## src/tdl_pkg.sv

```systemverilog
// ----------------------------------------------------------------------------
// tdl_pkg
// shared types, register indexes and small tables for the trigger block
// ----------------------------------------------------------------------------
`default_nettype none

package tdl_pkg;

    // configuration register indexes
    localparam logic [2:0] REG_R2_DEAD_ZONE    = 3'd0;
    localparam logic [2:0] REG_L2_DEAD_ZONE    = 3'd1;
    localparam logic [2:0] REG_R2_MODE         = 3'd2;
    localparam logic [2:0] REG_L2_MODE         = 3'd3;
    localparam logic [2:0] REG_R2_BOUNDARY     = 3'd4;
    localparam logic [2:0] REG_L2_BOUNDARY     = 3'd5;
    localparam logic [2:0] REG_R2_STAGE_BUTTON = 3'd6;
    localparam logic [2:0] REG_L2_STAGE_BUTTON = 3'd7;

    // axis mode codes (mode bits 1:0) and release-click flag (mode bit 2)
    localparam logic [1:0] AXIS_DISABLED = 2'd0;
    localparam logic [1:0] AXIS_RESCALE  = 2'd2;

    // click bits in the misc button byte
    localparam logic [7:0] CLICK_R2 = 8'h08;
    localparam logic [7:0] CLICK_L2 = 8'h04;

    // stage button codes
    localparam logic [3:0] BTN_SQUARE   = 4'd1;
    localparam logic [3:0] BTN_CROSS    = 4'd2;
    localparam logic [3:0] BTN_CIRCLE   = 4'd3;
    localparam logic [3:0] BTN_TRIANGLE = 4'd4;
    localparam logic [3:0] BTN_L1       = 4'd5;
    localparam logic [3:0] BTN_R1       = 4'd6;
    localparam logic [3:0] BTN_L3       = 4'd7;
    localparam logic [3:0] BTN_R3       = 4'd8;
    localparam logic [3:0] BTN_L2       = 4'd9;
    localparam logic [3:0] BTN_R2       = 4'd10;

    // trigger select
    localparam logic SEL_R2 = 1'b0;
    localparam logic SEL_L2 = 1'b1;

    localparam logic [2:0] DIV_LAST = 3'd7;

    typedef struct packed {
        logic [7:0] l2_value;
        logic [7:0] r2_value;
        logic [7:0] face_buttons;
        logic [7:0] misc_buttons;
    } tdl_in_t;

    typedef struct packed {
        logic [7:0] l2_out;
        logic [7:0] r2_out;
        logic [7:0] face_buttons_out;
        logic [7:0] misc_buttons_out;
        logic       r2_stage_fired;
        logic       l2_stage_fired;
    } tdl_out_t;

    typedef struct packed {
        logic in_load;
        logic div_start;
        logic div_step;
        logic div_store;
        logic out_load;
        logic sel;
    } tdl_cmd_t;

    typedef struct packed {
        logic [7:0] face_set;
        logic [7:0] misc_set;
        logic       force_l2;
        logic       force_r2;
    } tdl_press_t;

    typedef enum logic [2:0] {
        ST_IDLE,
        ST_LOAD,
        ST_DIV,
        ST_STORE,
        ST_FINISH
    } tdl_state_t;

    // dead zone threshold, step*51/2, steps above ten clamp to ten
    function automatic logic [7:0] dz_threshold(input logic [3:0] dz);
        logic [7:0] thr;
        unique case (dz)
            4'd0:    thr = 8'd0;
            4'd1:    thr = 8'd25;
            4'd2:    thr = 8'd51;
            4'd3:    thr = 8'd76;
            4'd4:    thr = 8'd102;
            4'd5:    thr = 8'd127;
            4'd6:    thr = 8'd153;
            4'd7:    thr = 8'd178;
            4'd8:    thr = 8'd204;
            4'd9:    thr = 8'd229;
            default: thr = 8'd255;
        endcase
        return thr;
    endfunction

    function automatic tdl_press_t press_of(input logic [3:0] btn);
        tdl_press_t p;
        p = '0;
        unique case (btn)
            BTN_SQUARE:   p.face_set = 8'h10;
            BTN_CROSS:    p.face_set = 8'h20;
            BTN_CIRCLE:   p.face_set = 8'h40;
            BTN_TRIANGLE: p.face_set = 8'h80;
            BTN_L1:       p.misc_set = 8'h01;
            BTN_R1:       p.misc_set = 8'h02;
            BTN_L3:       p.misc_set = 8'h40;
            BTN_R3:       p.misc_set = 8'h80;
            BTN_L2:
            begin
                p.misc_set = CLICK_L2;
                p.force_l2 = 1'b1;
            end
            BTN_R2:
            begin
                p.misc_set = CLICK_R2;
                p.force_r2 = 1'b1;
            end
            default:      p = '0;
        endcase
        return p;
    endfunction

endpackage

`default_nettype wire

```

## src/tdl_shape.sv

```systemverilog
// ----------------------------------------------------------------------------
// tdl_shape
// per-trigger dead zone, rescale select and hysteresis latch decision
// ----------------------------------------------------------------------------
`default_nettype none

module tdl_shape #(
    parameter int HYSTERESIS = 8
) (
    input  wire logic [7:0] raw,
    input  wire logic [3:0] dead_zone,
    input  wire logic [2:0] mode,
    input  wire logic [7:0] boundary,
    input  wire logic       latch,
    input  wire logic [7:0] scaled,
    output logic      [7:0] axis,
    output logic            clear_click,
    output logic            latch_next,
    output logic            fired
);
    import tdl_pkg::*;

    localparam logic [8:0] HYST_W = 9'(HYSTERESIS);

    logic [7:0] thr;
    logic       in_dead;
    logic       stage_on;
    logic [8:0] rel;

    always_comb
    begin
        thr      = dz_threshold(dead_zone);
        in_dead  = (dead_zone != 4'd0) && (raw < thr);
        stage_on = (mode[1:0] != AXIS_DISABLED) && (boundary != 8'd0);
        rel      = ({1'b0, boundary} > HYST_W) ? ({1'b0, boundary} - HYST_W) : 9'd1;

        axis = in_dead ? 8'd0 : raw;
        if (stage_on && (mode[1:0] == AXIS_RESCALE) && (boundary > thr))
        begin
            axis = scaled;
        end

        if (!stage_on)
        begin
            latch_next = 1'b0;
        end
        else if (latch)
        begin
            latch_next = !({1'b0, raw} < rel);
        end
        else
        begin
            latch_next = (raw >= boundary);
        end

        fired       = latch_next;
        clear_click = in_dead || (latch_next && mode[2]);
    end

endmodule

`default_nettype wire

```

## src/tdl_ctrl.sv

```systemverilog
// ----------------------------------------------------------------------------
// tdl_ctrl
// sequencer: input capture, two serial divisions, result hand-off
// ----------------------------------------------------------------------------
`default_nettype none

module tdl_ctrl (
    input  wire logic            clk,
    input  wire logic            rst_n,
    input  wire logic            in_valid,
    output logic                 in_ready,
    output logic                 out_valid,
    input  wire logic            out_ready,
    output tdl_pkg::tdl_cmd_t    cmd
);
    import tdl_pkg::*;

    tdl_state_t state_reg, state_next;
    logic       sel_reg, sel_next;
    logic [2:0] cnt_reg, cnt_next;
    logic       out_valid_reg, out_valid_next;
    logic       out_free;

    assign out_free  = !out_valid_reg || out_ready;
    assign in_ready  = (state_reg == ST_IDLE);
    assign out_valid = out_valid_reg;

    // next state
    always_comb
    begin
        state_next = state_reg;
        sel_next   = sel_reg;
        cnt_next   = cnt_reg;
        unique case (state_reg)
            ST_IDLE:
            begin
                if (in_valid)
                begin
                    state_next = ST_LOAD;
                    sel_next   = SEL_R2;
                end
            end
            ST_LOAD:
            begin
                state_next = ST_DIV;
                cnt_next   = '0;
            end
            ST_DIV:
            begin
                cnt_next = cnt_reg + 3'd1;
                if (cnt_reg == DIV_LAST)
                begin
                    state_next = ST_STORE;
                end
            end
            ST_STORE:
            begin
                if (sel_reg == SEL_R2)
                begin
                    sel_next   = SEL_L2;
                    state_next = ST_LOAD;
                end
                else
                begin
                    state_next = ST_FINISH;
                end
            end
            ST_FINISH:
            begin
                if (out_free)
                begin
                    state_next = ST_IDLE;
                end
            end
            default: state_next = ST_IDLE;
        endcase
    end

    // outputs
    always_comb
    begin
        cmd           = '0;
        cmd.sel       = sel_reg;
        cmd.in_load   = (state_reg == ST_IDLE) && in_valid;
        cmd.div_start = (state_reg == ST_LOAD);
        cmd.div_step  = (state_reg == ST_DIV);
        cmd.div_store = (state_reg == ST_STORE);
        cmd.out_load  = (state_reg == ST_FINISH) && out_free;

        if (cmd.out_load)
        begin
            out_valid_next = 1'b1;
        end
        else if (out_ready)
        begin
            out_valid_next = 1'b0;
        end
        else
        begin
            out_valid_next = out_valid_reg;
        end
    end

    always_ff @(posedge clk or negedge rst_n)
    begin
        if (!rst_n)
        begin
            state_reg     <= ST_IDLE;
            sel_reg       <= SEL_R2;
            cnt_reg       <= '0;
            out_valid_reg <= 1'b0;
        end
        else
        begin
            state_reg     <= state_next;
            sel_reg       <= sel_next;
            cnt_reg       <= cnt_next;
            out_valid_reg <= out_valid_next;
        end
    end

endmodule

`default_nettype wire

```

## src/tdl_datapath.sv

```systemverilog
// ----------------------------------------------------------------------------
// tdl_datapath
// config registers, latches, shared serial divider and result register
// ----------------------------------------------------------------------------
`default_nettype none

module tdl_datapath #(
    parameter int HYSTERESIS = 8
) (
    input  wire logic              clk,
    input  wire logic              rst_n,
    input  wire tdl_pkg::tdl_cmd_t cmd,
    input  wire tdl_pkg::tdl_in_t  in_data,
    input  wire logic              cfg_we,
    input  wire logic [2:0]        cfg_index,
    input  wire logic [7:0]        cfg_wdata,
    output tdl_pkg::tdl_out_t      out_data
);
    import tdl_pkg::*;

    // config
    logic [3:0] r2_dz_reg, l2_dz_reg;
    logic [2:0] r2_mode_reg, l2_mode_reg;
    logic [7:0] r2_pos_reg, l2_pos_reg;
    logic [3:0] r2_btn_reg, l2_btn_reg;
    logic       r2_latch_reg, l2_latch_reg;
    logic       r2_latch_next, l2_latch_next;

    tdl_in_t    in_reg;
    tdl_out_t   out_reg, out_next;

    // divider
    logic [7:0] rem_reg, num_reg, quo_reg, div_reg;
    logic       sat_reg;
    logic [7:0] r2_scaled_reg, l2_scaled_reg;

    logic [7:0]  d_raw, d_thr, d_pos, d_v, d_div;
    logic [15:0] d_num;
    logic [8:0]  d_trial;
    logic        d_ge;

    always_comb
    begin
        d_raw   = (cmd.sel == SEL_L2) ? in_reg.l2_value : in_reg.r2_value;
        d_thr   = dz_threshold((cmd.sel == SEL_L2) ? l2_dz_reg : r2_dz_reg);
        d_pos   = (cmd.sel == SEL_L2) ? l2_pos_reg : r2_pos_reg;
        d_v     = (d_raw > d_thr) ? (d_raw - d_thr) : 8'd0;
        d_div   = d_pos - d_thr;
        // v*255 as v*256 - v
        d_num   = {d_v, 8'd0} - {8'd0, d_v};
        d_trial = {rem_reg, num_reg[7]};
        d_ge    = (d_trial >= {1'b0, div_reg});
    end

    always_ff @(posedge clk)
    begin
        if (cmd.in_load)
        begin
            in_reg <= in_data;
        end
        if (cmd.div_start)
        begin
            rem_reg <= d_num[15:8];
            num_reg <= d_num[7:0];
            div_reg <= d_div;
            sat_reg <= (d_v >= d_div);
            quo_reg <= '0;
        end
        else if (cmd.div_step)
        begin
            rem_reg <= d_ge ? 8'(d_trial - {1'b0, div_reg}) : d_trial[7:0];
            num_reg <= {num_reg[6:0], 1'b0};
            quo_reg <= {quo_reg[6:0], d_ge};
        end
        if (cmd.div_store)
        begin
            if (cmd.sel == SEL_L2)
            begin
                l2_scaled_reg <= sat_reg ? 8'd255 : quo_reg;
            end
            else
            begin
                r2_scaled_reg <= sat_reg ? 8'd255 : quo_reg;
            end
        end
        if (cmd.out_load)
        begin
            out_reg <= out_next;
        end
    end

    // trigger shaping
    logic [7:0] r2_axis, l2_axis;
    logic       r2_clr, l2_clr, r2_fired, l2_fired;

    tdl_shape #(.HYSTERESIS(HYSTERESIS)) u_shape_r2 (
        .raw         (in_reg.r2_value),
        .dead_zone   (r2_dz_reg),
        .mode        (r2_mode_reg),
        .boundary    (r2_pos_reg),
        .latch       (r2_latch_reg),
        .scaled      (r2_scaled_reg),
        .axis        (r2_axis),
        .clear_click (r2_clr),
        .latch_next  (r2_latch_next),
        .fired       (r2_fired)
    );

    tdl_shape #(.HYSTERESIS(HYSTERESIS)) u_shape_l2 (
        .raw         (in_reg.l2_value),
        .dead_zone   (l2_dz_reg),
        .mode        (l2_mode_reg),
        .boundary    (l2_pos_reg),
        .latch       (l2_latch_reg),
        .scaled      (l2_scaled_reg),
        .axis        (l2_axis),
        .clear_click (l2_clr),
        .latch_next  (l2_latch_next),
        .fired       (l2_fired)
    );

    tdl_press_t r2_press, l2_press;
    logic [7:0] misc_shaped;

    always_comb
    begin
        r2_press = r2_fired ? press_of(r2_btn_reg) : '0;
        l2_press = l2_fired ? press_of(l2_btn_reg) : '0;

        misc_shaped = in_reg.misc_buttons
                      & ~(r2_clr ? CLICK_R2 : 8'd0)
                      & ~(l2_clr ? CLICK_L2 : 8'd0);

        out_next.r2_out = (r2_press.force_r2 || l2_press.force_r2) ? 8'd255 : r2_axis;
        out_next.l2_out = (r2_press.force_l2 || l2_press.force_l2) ? 8'd255 : l2_axis;
        out_next.face_buttons_out = in_reg.face_buttons | r2_press.face_set
                                    | l2_press.face_set;
        out_next.misc_buttons_out = misc_shaped | r2_press.misc_set | l2_press.misc_set;
        out_next.r2_stage_fired   = r2_fired;
        out_next.l2_stage_fired   = l2_fired;
    end

    assign out_data = out_reg;

    // config writes and latch state
    always_ff @(posedge clk or negedge rst_n)
    begin
        if (!rst_n)
        begin
            r2_dz_reg    <= '0;
            l2_dz_reg    <= '0;
            r2_mode_reg  <= '0;
            l2_mode_reg  <= '0;
            r2_pos_reg   <= '0;
            l2_pos_reg   <= '0;
            r2_btn_reg   <= '0;
            l2_btn_reg   <= '0;
            r2_latch_reg <= 1'b0;
            l2_latch_reg <= 1'b0;
        end
        else
        begin
            if (cmd.out_load)
            begin
                r2_latch_reg <= r2_latch_next;
                l2_latch_reg <= l2_latch_next;
            end
            if (cfg_we)
            begin
                unique case (cfg_index)
                    REG_R2_DEAD_ZONE: r2_dz_reg <= cfg_wdata[3:0];
                    REG_L2_DEAD_ZONE: l2_dz_reg <= cfg_wdata[3:0];
                    REG_R2_MODE:
                    begin
                        if (cfg_wdata[2:0] != r2_mode_reg)
                        begin
                            r2_latch_reg <= 1'b0;
                        end
                        r2_mode_reg <= cfg_wdata[2:0];
                    end
                    REG_L2_MODE:
                    begin
                        if (cfg_wdata[2:0] != l2_mode_reg)
                        begin
                            l2_latch_reg <= 1'b0;
                        end
                        l2_mode_reg <= cfg_wdata[2:0];
                    end
                    REG_R2_BOUNDARY:
                    begin
                        if (cfg_wdata != r2_pos_reg)
                        begin
                            r2_latch_reg <= 1'b0;
                        end
                        r2_pos_reg <= cfg_wdata;
                    end
                    REG_L2_BOUNDARY:
                    begin
                        if (cfg_wdata != l2_pos_reg)
                        begin
                            l2_latch_reg <= 1'b0;
                        end
                        l2_pos_reg <= cfg_wdata;
                    end
                    REG_R2_STAGE_BUTTON: r2_btn_reg <= cfg_wdata[3:0];
                    REG_L2_STAGE_BUTTON: l2_btn_reg <= cfg_wdata[3:0];
                    default: ;
                endcase
            end
        end
    end

endmodule

`default_nettype wire

```

## src/trigger_deadzone_two_stage_latch.sv

```systemverilog
// ----------------------------------------------------------------------------
// trigger_deadzone_two_stage_latch
// two-stage analog trigger shaping for one gamepad report per item
// ----------------------------------------------------------------------------
//  channel | signals                          | direction
//  --------+----------------------------------+----------
//  in      | in_valid, in_ready, in_data      | in
//  out     | out_valid, out_ready, out_data   | out
//  cfg     | cfg_we, cfg_index, cfg_wdata     | in
//
//  for each item the report is captured at the accept edge, then per trigger
//  (R2 first, then L2) a setup state, 8 steps of the shared bit-serial
//  divider and a store state, then a finish state that loads the result
//  register and raises out_valid
//  no new item is taken until the current one has left the finish state
//  reset (rst_n low) clears the sequencer, the latches and the config registers
//  a waiting result does not block the next item; only the finish state holds
//  while the result register is still full
// ----------------------------------------------------------------------------
`default_nettype none

module trigger_deadzone_two_stage_latch #(
    parameter int HYSTERESIS = 8
) (
    input  wire logic              clk,
    input  wire logic              rst_n,
    // input item channel
    input  wire logic              in_valid,
    output logic                   in_ready,
    input  wire tdl_pkg::tdl_in_t  in_data,
    // result item channel
    output logic                   out_valid,
    input  wire logic              out_ready,
    output tdl_pkg::tdl_out_t      out_data,
    // configuration write port
    input  wire logic              cfg_we,
    input  wire logic [2:0]        cfg_index,
    input  wire logic [7:0]        cfg_wdata
);
    import tdl_pkg::*;

    // command bundle from the sequencer to the datapath
    tdl_cmd_t cmd;

    // sequencer: owns both handshakes and the divider step count
    tdl_ctrl u_ctrl (
        .clk       (clk),
        .rst_n     (rst_n),
        .in_valid  (in_valid),
        .in_ready  (in_ready),
        .out_valid (out_valid),
        .out_ready (out_ready),
        .cmd       (cmd)
    );

    // datapath: config, latches, divider (r2 first, then l2) and result register
    tdl_datapath #(.HYSTERESIS(HYSTERESIS)) u_datapath (
        .clk       (clk),
        .rst_n     (rst_n),
        .cmd       (cmd),
        .in_data   (in_data),
        .cfg_we    (cfg_we),
        .cfg_index (cfg_index),
        .cfg_wdata (cfg_wdata),
        .out_data  (out_data)
    );

endmodule

`default_nettype wire

```

## config.mk

```make
export PLATFORM = sky130hd
export DESIGN_NAME = trigger_deadzone_two_stage_latch
export DESIGN_NICKNAME = d
export VERILOG_FILES = /design/src/tdl_pkg.sv /design/src/tdl_shape.sv /design/src/tdl_ctrl.sv /design/src/tdl_datapath.sv /design/src/trigger_deadzone_two_stage_latch.sv
export SDC_FILE = /design/constraint.sdc
export NUM_CORES = 1
export LEC_CHECK = 0
export BUFFER_PORTS_ARGS = -buffer_cell sky130_fd_sc_hd__buf_2
export CORE_MARGIN = 3
export CORE_UTILIZATION = 30
export DETAILED_ROUTE_END_ITERATION = 16
export PLACE_DENSITY = 0.57
export SKIP_CTS_REPAIR_TIMING = 1
export SYNTH_ARGS = -nofsm -noshare
export SYNTH_HDL_FRONTEND = slang
export SYNTH_SLANG_ARGS = --single-unit
```

## constraint.sdc

```tcl
create_clock -name clk -period 7 [get_ports clk]
set_input_delay 0.7 -clock clk [delete_from_list [all_inputs] [get_ports clk]]
set_output_delay 0.7 -clock clk [all_outputs]
set_load 0.02 [all_outputs]
```

==> qor.txt <==
Rel. slew slack - 0.377
dominant combinational cell family by area after synthesis - compound AO/OA/AOI/OAI gates
sequential fraction of the synthesis area - 0.431
setup_tns - 0 ns
clock-pin slew on the worst setup and hold paths - 0.08 ns
fillers - 3504
delay-heaviest family, CP - compound AO/OA/AOI/OAI gates
Yosys cell types - 71
leading post-synthesis cells by cell area - edfxtp_1 (30%), ha_1 (13%), dfrtp_1 (11%), mux2_2 (3.7%), o21ai_0 (3.2%)
Synth Instances - 1005
worst hold path class - in2async
core area - 34700 sq um
syn avg cell area - 10.6 sq um
fmax - 206 MHz
WP data required - 7.20 ns
Synth Area in Compound Gates - 0.178
worst slew pin tran - 0.928 ns
clk sinks - 163
diode count - 0
CP startpoint kind - flip-flop
Arr. time, crit path - 5.05 ns
gpl congestion - 0.876
critical path cell sequence - mux2i_1 > inv_1 > ha_1 > nor2_1 > nor2_1 > nor2_1 > ha_1 > or2_2 > a31oi_1 > or3_1 > ha_1 > nand2b_1 > a21o_1 > a21o_1 > a21o_1 > a21o_1 > a21oi_1 > o21ai_0
die width - 194 um
Final Max Slew Viols - 0
Detailed Place HPWL - 21.2 mm
clk_skew - 0.0198 ns
Adder-Cell Fraction of Synth Area - 0.140
flops & latches, synth - 163
CTS tree - done
setup ws final - 2.15 ns
vias in the first global route - 7775
Die Y-Extent - 194 um
Largest register FFs - 34
clock latency on the worst-skew pair - 0.45 ns
final total power - 6.00 mW
drt pass-1 iters - 7
max cap viols - 0
cell taking the most area after synthesis - edfxtp_1
xor-xnor portion of the synthesized cell area - 0.0363
grt ovf - 0
CP max-delay cell - dfrtp_1
top cell type's share of synthesized area - 0.303
minimum clock period - 4.85 ns
RR Endpoint - u_datapath.sat_reg
Core Rows - 68
Final #Nets - 1238
area delta synth->final - 13.9%
Tot GR Track Use - 0.147
Setup CP Type - reg2reg
predominant post-synthesis flop cell - edfxtp_1
CP dominant cell by count - a21o_1
simple-gate portion of the synthesized area - 0.122
CP bufs+invs - 1
I/O pin count - 84
Cell Pwr Density - 497 nW/um^2
# port buffers - 83
R2R cell count - 18
Hold Worst Slack - 0.380 ns
global-route wire length before repair - 44.2 mm
initial antenna violation count - 0
DRC - 0
synthesized area - 10600 sq um
Post-Place Setup Slack - 2.21 ns
1st-iter DRT viols - 566
fin crit share - 0.692
DR WL/cell - 18.4 um
r2r startpoint - u_ctrl.sel_reg
RSZ-0062 raised after global routing - false
number of synthesized flops with an enable pin - 107
CTS Buf Count - 17
die area - 37700 sq um
Final Hold Fails - 0
share of flip-flops with an asynchronous set or reset - 0.294
Initial Util - 0.306
final setup fails - 0
vias per cell - 5.19
post-synthesis net count - 1170
Leak - 5.13 nW
H-Tree Depth - 4
number of nets still failing antenna checks after routing - 0
Worst Setup End Kind - flip-flop
largest net degree at the start of global routing - 49
mux contribution to synthesized area - 0.0513
Worst VDD drop - 0.256 mV
Critical Path Fanout Max - 10
Total Routed Length - 28.3 mm
Clock Path Buffers - 2
crit-path max cell delay - 0.54 ns
worst reg2reg setup slack - 2.15 ns
status - finished clean
CTS Root Buffer Type - clkbuf_16
vias - 8005
fraction of layout cells with a size suffix above 1 - 0.167
Syn. warnings - 0
==> placed cells by master (no fill, tap or decap), types with 25 or more instances in the layout <==
master / netlist / routed
buf_2: 5 / 83
a22o_1: 25 / 25
nand2_1: 72 / 72
nor2_1: 65 / 65
a21oi_1: 37 / 37
o21ai_0: 67 / 67
dfrtp_1: 48 / 48
ha_1: 114 / 114
mux2_2: 35 / 35
inv_1: 68 / 68
edfxtp_1: 107 / 107
==> where the power goes <==
group	switching, mW	internal, mW
logic	1.97	1.36
clock network	0.441	0.544
registers	0.278	1.41
==> worst reg2reg max path, stage by stage (launching register included) <==
cell	delay [ns]
dfrtp_1	0.54
mux2i_1	0.46
inv_1	0.13
ha_1	0.22
nor2_1	0.10
nor2_1	0.05
nor2_1	0.34
ha_1	0.37
or2_2	0.31
a31oi_1	0.43
or3_1	0.33
ha_1	0.28
nand2b_1	0.14
a21o_1	0.18
a21o_1	0.17
a21o_1	0.17
a21o_1	0.16
a21oi_1	0.13
o21ai_0	0.10
==> cell families after synthesis <==
family / Yosys count
XOR/XNOR: 44
AO/OA/AOI/OAI: 259
adder cells (fa/ha/maj): 117
buffers and inverters: 109
multiplexers: 50
flip-flops: 163
AND/OR/NAND/NOR: 263
==> worst max path at each step <==
| stage | cells past startpoint | startpoint | slack, ns | end |
|---|---|---|---|---|
| floorplan | 20 | u_ctrl.sel_reg | 2.24 | u_datapath.sat_reg |
| global placement | 18 | u_ctrl.sel_reg | 2.31 | u_datapath.sat_reg |
| detailed placement | 18 | u_ctrl.sel_reg | 2.21 | u_datapath.sat_reg |
| CTS | 18 | u_ctrl.sel_reg | 2.16 | u_datapath.sat_reg |
| global route | 17 | u_ctrl.sel_reg | 1.66 | u_datapath.rem_reg[6] |
| finish | 18 | u_ctrl.sel_reg | 2.15 | u_datapath.sat_reg |
==> metal layers <==
layer	GRT usage	share of wire
met4	0.0348	0.011
met3	0.0280	0.051
met2	0.233	0.46
met5	0	0
met1	0.210	0.48
==> Yosys cell counts, types with 8 or more instances <==
cell type and number:
nand3_1 13, ha_1 114, a221o_1 23, nand2_1 72, nor2b_1 17, nor3b_1 9, o21ai_0 67, a22o_1 25
nor3_1 17, nand4_1 17, xor2_1 21, a31oi_1 13, edfxtp_1 107, dfrtp_1 48, mux2i_1 15, xnor2_1 23
mux2_2 35, clkbuf_1 29, nor2_1 65, o21a_1 9, a21o_1 21, nand2b_1 17, inv_1 68, a21oi_1 37
dfxtp_1 8, or2_2 13
==> area by class of cell <==
cell class                      count  area, sq um  area share
Multi-Input combinational cell    733         5610       0.464
Sequential cell                   163         4570       0.379
Tap cell                          455          569      0.0471
Timing Repair Buffer               89          460      0.0381
Clock buffer                       17          425      0.0352
Inverter                           69          259      0.0214
Clock inverter                     15          186      0.0154
==> per-stage QoR <==
stage,utilization,instances,area (sq um)
global placement,0.330,1509,11500
global route,0.348,1541,12100
CTS,0.348,1541,12100
floorplan,-,1005,10600
finish,0.348,1541,12100
detailed placement,0.330,1509,11500
No activity file was read; power rests on OpenSTA's default activity.
